**src/sstsw_pkg.sv**
```systemverilog
package sstsw_pkg;

	localparam int NumWidth   = 16;
	localparam int SegWidth   = 7;
	localparam int AddrWidth  = 8;
	localparam int MagWidth   = 10;
	localparam int DigitWidth = 4;

	localparam logic signed [NumWidth-1:0] NUM_MAX = 16'sd999;
	localparam logic signed [NumWidth-1:0] NUM_MIN = -16'sd99;

	localparam logic [AddrWidth-1:0] BASE_FIRST  = 8'b1100_0000;
	localparam logic [AddrWidth-1:0] BASE_SECOND = 8'b1100_0110;
	localparam logic [AddrWidth-1:0] ADDR_STEP   = 8'd2;

	localparam logic [SegWidth-1:0] SEG_MINUS = 7'b100_0000;
	localparam logic [SegWidth-1:0] SEG_BLANK = 7'b000_0000;

	// Encoded number, ready to go out as up to three beats.
	typedef struct packed {
		logic                 accepted;
		logic [AddrWidth-1:0] base;
		logic [SegWidth-1:0]  seg_u;
		logic [SegWidth-1:0]  seg_t;
		logic [SegWidth-1:0]  seg_h;
	} disp_item_t;

	// Segment pattern of one decimal digit; codes above nine show a minus.
	function automatic logic [SegWidth-1:0] digit_segments(input logic [DigitWidth-1:0] d);
		logic [SegWidth-1:0] seg;
		case (d)
			4'd0:    seg = 7'b011_1111;
			4'd1:    seg = 7'b000_0110;
			4'd2:    seg = 7'b101_1011;
			4'd3:    seg = 7'b100_1111;
			4'd4:    seg = 7'b110_0110;
			4'd5:    seg = 7'b110_1101;
			4'd6:    seg = 7'b111_1101;
			4'd7:    seg = 7'b000_0111;
			4'd8:    seg = 7'b111_1111;
			4'd9:    seg = 7'b110_1111;
			default: seg = SEG_MINUS;
		endcase
		return seg;
	endfunction

endpackage

```
**src/signed_three_digit_seven_segment_writer_core.sv**
```systemverilog
// Signed three-digit seven-segment writer. Each input beat carries a signed
// 16-bit number and a display select; a number from -99 to 999 leaves as three
// output beats (units, tens, hundreds), each a grid address command byte and a
// seven-segment pattern (bit 0 segment a up to bit 6 segment g), with leading
// zeros blanked and a minus sign in the hundreds place, or in the tens place
// when the tens digit is zero. Addresses start at 0xC0 (select high) or 0xC6
// (select low) and step by two. Any other number leaves as one beat with
// tuser low, tlast high and zero data. The output port moves one beat per
// cycle while m_tready is high; a shown number needs three beats and a
// rejected one needs one. The serializer sets that rate. A number enters an
// input register, is split and encoded by combinational logic, and lands in
// the output register from which the beats are sent; the input register takes
// the next number while the previous one is still going out.
module signed_three_digit_seven_segment_writer_core import sstsw_pkg::*; (
	input  logic        clk,
	input  logic        arst_n,
	input  logic        s_tvalid,
	output logic        s_tready,
	input  logic [15:0] s_tdata,   // [15:0] number (signed)
	input  logic        s_tuser,   // [0] display_select
	output logic        m_tvalid,
	input  logic        m_tready,
	output logic [15:0] m_tdata,   // [7:0] grid_address, [14:8] segment_code, [15] zero
	output logic        m_tuser,   // [0] accepted
	output logic        m_tlast    // last beat of this number
);

	logic                       valid_s1;
	logic signed [NumWidth-1:0] number_s1;
	logic                       select_s1;
	logic                       emit_ready;
	disp_item_t                 enc_item;

	// Hold the input beat until the serializer takes it.
	assign s_tready = !valid_s1 || emit_ready;

	always_ff @(posedge clk or negedge arst_n) begin
		if (!arst_n) begin
			valid_s1 <= 1'b0;
		end else if (s_tready) begin
			valid_s1 <= s_tvalid;
		end
	end

	always_ff @(posedge clk) begin
		if (s_tvalid && s_tready) begin
			number_s1 <= s_tdata;
			select_s1 <= s_tuser;
		end
	end

	// Split into digits and encode.
	sstsw_encode u_encode (
		.number         (number_s1),
		.display_select (select_s1),
		.item           (enc_item)
	);

	// Send the encoded number out one digit per beat.
	sstsw_emit u_emit (
		.clk        (clk),
		.arst_n     (arst_n),
		.load_valid (valid_s1),
		.load_ready (emit_ready),
		.load_item  (enc_item),
		.m_tvalid   (m_tvalid),
		.m_tready   (m_tready),
		.m_tdata    (m_tdata),
		.m_tuser    (m_tuser),
		.m_tlast    (m_tlast)
	);

endmodule

```
**src/sstsw_encode.sv**
```systemverilog
module sstsw_encode import sstsw_pkg::*; (
	input  logic signed [NumWidth-1:0] number,
	input  logic                       display_select,
	output disp_item_t                 item
);

	logic                  in_range;
	logic                  neg;
	logic [NumWidth-1:0]   abs_w;
	logic [MagWidth-1:0]   mag;
	logic [15:0]           h_prod;
	logic [DigitWidth-1:0] h;
	logic [10:0]           h_hund;
	logic [6:0]            rem;
	logic [14:0]           t_prod;
	logic [DigitWidth-1:0] t;
	logic [6:0]            t_ten;
	logic [DigitWidth-1:0] u;

	assign in_range = (number <= NUM_MAX) && (number >= NUM_MIN);
	assign neg      = number[NumWidth-1];
	assign abs_w    = neg ? (~number + 16'd1) : number;
	assign mag      = abs_w[MagWidth-1:0];

	// mag / 100 as (mag * 41) >> 12, exact below 1000
	assign h_prod = 16'(mag) * 16'd41;
	assign h      = h_prod[15:12];
	assign h_hund = 11'(h) * 11'd100;
	assign rem    = 7'(11'(mag) - h_hund);

	// rem / 10 as (rem * 205) >> 11, exact below 100
	assign t_prod = 15'(rem) * 15'd205;
	assign t      = t_prod[14:11];
	assign t_ten  = 7'(t) * 7'd10;
	assign u      = 4'(rem - t_ten);

	always_comb begin
		item.accepted = in_range;
		item.base     = display_select ? BASE_FIRST : BASE_SECOND;
		item.seg_u    = digit_segments(u);
		if (neg && (t != 4'd0)) begin
			item.seg_h = SEG_MINUS;
		end else if (h == 4'd0) begin
			item.seg_h = SEG_BLANK;
		end else begin
			item.seg_h = digit_segments(h);
		end
		if (neg && (t == 4'd0)) begin
			item.seg_t = SEG_MINUS;
		end else if ((t == 4'd0) && (h == 4'd0)) begin
			item.seg_t = SEG_BLANK;
		end else begin
			item.seg_t = digit_segments(t);
		end
	end

endmodule

```
**src/sstsw_emit.sv**
```systemverilog
module sstsw_emit import sstsw_pkg::*; (
	input  logic                 clk,
	input  logic                 arst_n,
	input  logic                 load_valid,
	output logic                 load_ready,
	input  disp_item_t           load_item,
	output logic                 m_tvalid,
	input  logic                 m_tready,
	output logic [15:0]          m_tdata,
	output logic                 m_tuser,
	output logic                 m_tlast
);

	typedef enum logic [2:0] {
		BEAT_UNITS    = 3'b001,
		BEAT_TENS     = 3'b010,
		BEAT_HUNDREDS = 3'b100
	} beat_t;

	disp_item_t          item_s2;
	logic                valid_s2;
	beat_t               beat_q;
	logic                last_beat;
	logic                take;
	logic                load;
	logic [AddrWidth-1:0] addr;
	logic [SegWidth-1:0]  seg;

	assign last_beat  = !item_s2.accepted || (beat_q == BEAT_HUNDREDS);
	assign take       = valid_s2 && m_tready;
	assign load_ready = !valid_s2 || (take && last_beat);
	assign load       = load_valid && load_ready;

	always_ff @(posedge clk or negedge arst_n) begin
		if (!arst_n) begin
			valid_s2 <= 1'b0;
			beat_q   <= BEAT_UNITS;
		end else begin
			if (load) begin
				valid_s2 <= 1'b1;
				beat_q   <= BEAT_UNITS;
			end else if (take) begin
				if (last_beat) begin
					valid_s2 <= 1'b0;
					beat_q   <= BEAT_UNITS;
				end else begin
					beat_q <= (beat_q == BEAT_UNITS) ? BEAT_TENS : BEAT_HUNDREDS;
				end
			end
		end
	end

	always_ff @(posedge clk) begin
		if (load) begin
			item_s2 <= load_item;
		end
	end

	always_comb begin
		case (beat_q)
			BEAT_UNITS: begin
				addr = item_s2.base;
				seg  = item_s2.seg_u;
			end
			BEAT_TENS: begin
				addr = item_s2.base + ADDR_STEP;
				seg  = item_s2.seg_t;
			end
			BEAT_HUNDREDS: begin
				addr = item_s2.base + ADDR_STEP + ADDR_STEP;
				seg  = item_s2.seg_h;
			end
			default: begin
				addr = item_s2.base;
				seg  = item_s2.seg_u;
			end
		endcase
		// rejected number: one beat of zeros
		if (!item_s2.accepted) begin
			addr = '0;
			seg  = SEG_BLANK;
		end
	end

	assign m_tvalid = valid_s2;
	assign m_tdata  = {1'b0, seg, addr};
	assign m_tuser  = item_s2.accepted;
	assign m_tlast  = last_beat;

endmodule

```
**config.mk**
```make
export PLATFORM = sky130hd
export DESIGN_NAME = signed_three_digit_seven_segment_writer_core
export DESIGN_NICKNAME = d
export VERILOG_FILES = /design/src/sstsw_pkg.sv /design/src/signed_three_digit_seven_segment_writer_core.sv /design/src/sstsw_encode.sv /design/src/sstsw_emit.sv
export SDC_FILE = /design/constraint.sdc
export NUM_CORES = 1
export LEC_CHECK = 0
export BUFFER_PORTS_ARGS = -buffer_cell sky130_fd_sc_hd__buf_2
export CAP_MARGIN = 20
export CORE_ASPECT_RATIO = 1.5
export CORE_MARGIN = 10
export CORE_UTILIZATION = 35
export CTS_CLUSTER_SIZE = 40
export DETAILED_ROUTE_END_ITERATION = 10
export GPL_TIMING_DRIVEN = 1
export SYNTH_ARGS = -nofsm -noshare
export SYNTH_HDL_FRONTEND = slang
export SYNTH_SLANG_ARGS = --single-unit
```
**constraint.sdc**
```tcl
create_clock -name clk -period 13.45 [get_ports clk]
set_clock_uncertainty 0.2 [all_clocks]
set_input_delay 2.69 -clock clk [delete_from_list [all_inputs] [get_ports clk]]
set_output_delay 2.69 -clock clk [all_outputs]
set_load 0.005 [all_outputs]
```
==> key figures <==
Setup path
  • CP peak stage delay: 630 ps
  • Arr. time, crit path: 11680 ps
  • CP max-delay cell: xnor2_1
  • Startpoint Class: register
  • Critical R2R Launch: number_s1[0]
  • Kind of critical path: reg2reg
  • Flop2flop setup slack: 1610 ps
  • Crit end category: register
  • Path depth of the worst reg2reg path: 39
  • Worst path required time: 13290 ps
  • Worst R2R End: u_emit.item_s2[14]
  • CP endpoint: u_emit.item_s2[14]
  • Max FO, Critical Path: 11
  • Worst setup path start: number_s1[0]

STA
  • RSZ-0062 raised after global routing: no
  • Final Setup Violations: 0
  • Worst-margin pin slew: 927 ps
  • Final clock period utilization by the worst path: 88.0%
  • Max_slew headroom: 38.2%
  • Final slew viol count: 0
  • Final-report hold violation count: 0
  • Crit path time final: 11840 ps
  • Final worst setup slack: 1610 ps
  • Setup Total Neg Slack: 0 ps
  • Max Freq: 0.0845 GHz

Clock network
  • Clk Latency, worst-skew pair: 290 ps
  • CTS sink cnt: 45
  • CTS tree: built
  • Root Driver: clkbuf_16
  • CTS max path bufs: 2
  • Clk slew on worst S/H paths: 60 ps
  • CTS Buf Count: 5
  • Max H-tree Level: 2
  • Post-CTS Setup Inserts: 0
  • Hold_buf cts: 0
  • Post_cts resized: 0

Synthesis
  • Post-Syn Area: 4550 sq um
  • Seq/Total Area, Yosys: 29.2%
  • Seq cells post-synth: 45
  • Most used DFF post-synth: edfxtp_1
  • Mean post-synth cell area: 10.1 sq um
  • Asr flop ratio synth: 11.1%
  • Leading area contributor after synthesis: edfxtp_1
  • Synth area leaders: edfxtp_1 (26%), ha_1 (23%), fa_1 (6.2%), inv_1 (3.3%), xnor2_1 (3.3%)
  • Number of synthesized flops with an enable pin: 40
  • Synth Warn #: 0
  • Synth unique cells: 65
  • Syn Inst Count: 449
  • Area fraction of the dominant cell type after synthesis: 26.4%

Die
  • IO Pins: 41
  • Die Y: 160 microns
  • Initial core utilization: 35.3%
  • Placeable core region: 12900 sq um
  • DIE AREA: 18000 sq um
  • Die W: 113 microns
  • Num rows: 51

Placement
  • Post-Place Setup Slack: 1610 ps
  • Routability Congestion: 0.853
  • Port buffer count: 36
  • Hpwl dp: 8250 microns

Drt
  • Routed wire length: 9760 microns
  • Pre-antenna DRT Iters: 4
  • Post-route DRC: 0
  • Vias per inst: 5.22
  • DR vias: 3345
  • Final ANT Viol Nets: 0
  • DRT iter0 DRCs: 109
  • Routed length per instance: 15.2 microns

Global route
  • First-pass GRT wire length: 16200 microns
  • Grt ovf: 0
  • Largest net degree at the start of global routing: 24
  • Initial antenna violation count: 0
  • Vias in the first global route: 3398
  • GRT Resource Usage Total: 10.7%

Cells and area
  • Most frequent cells in the layout: ha_1 (85), inv_1 (40), edfxtp_1 (40)
  • Final #Nets: 601
  • Most common cell after layout, fill and taps aside: ha_1
  • Antenna cells: 0
  • Share of post-route cells with drive strength above 1: 12.9%
  • Area grow syn2layout: 10.6%

Flow run
  • MaxCap Viol Count: 0

Hold path
  • Hold Path Class: reg2reg

Outcome
  • Status: completed
-- worst min-delay path by stage --
stage	slack [ps]	startpoint	depth (start not counted)	to
after floorplan	290	select_s1	1	u_emit.item_s2[22]
final	320	select_s1	1	u_emit.item_s2[22]
after detailed placement	310	select_s1	1	u_emit.item_s2[22]
after CTS	320	select_s1	1	u_emit.item_s2[22]
after global placement	330	u_emit.beat_q[0]	2	u_emit.beat_q[0]
after global routing	340	select_s1	1	u_emit.item_s2[22]
-- through the flow --
stage / instance area, sq um / hold slack (ps) / instances / util [%]
2_1_floorplan: 4560 / 287 / 452 / -
3_3_place_gp: 4850 / 325 / 631 / 37.6
3_5_place_dp: 4850 / 311 / 631 / 37.6
4_1_cts: 5020 / 323 / 639 / 38.9
5_1_grt: 5030 / 341 / 641 / 39.0
6_report: 5030 / 320 / 641 / 39.0
-- cell usage after synthesis (all sizes together), types with 6 or more instances --
cell type,n
nor3b,6
ha,85
nor2b,8
clkbuf,8
a21boi,7
xor2,9
o21ai,17
nor2,18
a21o,8
nand2b,13
mux2i,8
a22oi,7
inv,41
xnor2,18
nand2,29
nand3,10
edfxtp,40
nor3,10
fa,14
a21oi,16
buf,9
-- metal layers --
| metal | up-vias | wire [microns] | GRT usage [%] |
|---|---|---|---|
| met5 | - | 0 | 0 |
| met3 | 11 | 258 | 1.57 |
| li1 | 1673 | - | - |
| met4 | 0 | 221 | 3.88 |
| met1 | 1618 | 3770 | 11.0 |
| met2 | 43 | 5510 | 21.0 |
-- logic make-up (layout without fill, tap and decap cells) --
kind of cell               Yosys count  after routing  share of synthesized area (%)
AOI/OAI and AO/OA                   88             88                           13.6
and+or+nand+nor                    119            119                           14.0
adders and majority gates          100            100                           29.8
muxes                               11             11                           2.50
buffers and inverters               58             88                           5.50
other                                1              4                         0.0825
xor gates and xnor gates            27             27                           5.36
DFF                                 45             45                           29.2
-- flip-flops by register name, indices dropped and copies added, names as in the netlist --
signal	flops
u_emit.item_s2	22
number_s1	16
valid_s1	1
u_emit.m_tvalid	1
u_emit.beat_q	3
u_emit.m_tuser	1
select_s1	1
-- layout make-up --
class | instances | area [sq um]
tap | 159 | 199
clock inverter | 2 | 38.8
multi-input combinational | 349 | 2980
timing repair buffer | 39 | 200
clock buffer | 6 | 129
inverter | 41 | 154
fill | 1287 | 7860
sequential | 45 | 1330
-- critical path: cells and delay by family (launching register included) --
family	cells	cell delay, ps
mux	1	200
xor+xnor	7	2550
buf+inv	8	1020
flops	1	560
compound gates	8	1880
fa+ha+maj	13	4480
simple gates	2	670
Power is left out: the tool's default activity adds up to more than one toggle a clock period on the data nets, which glitch-free logic cannot reach.
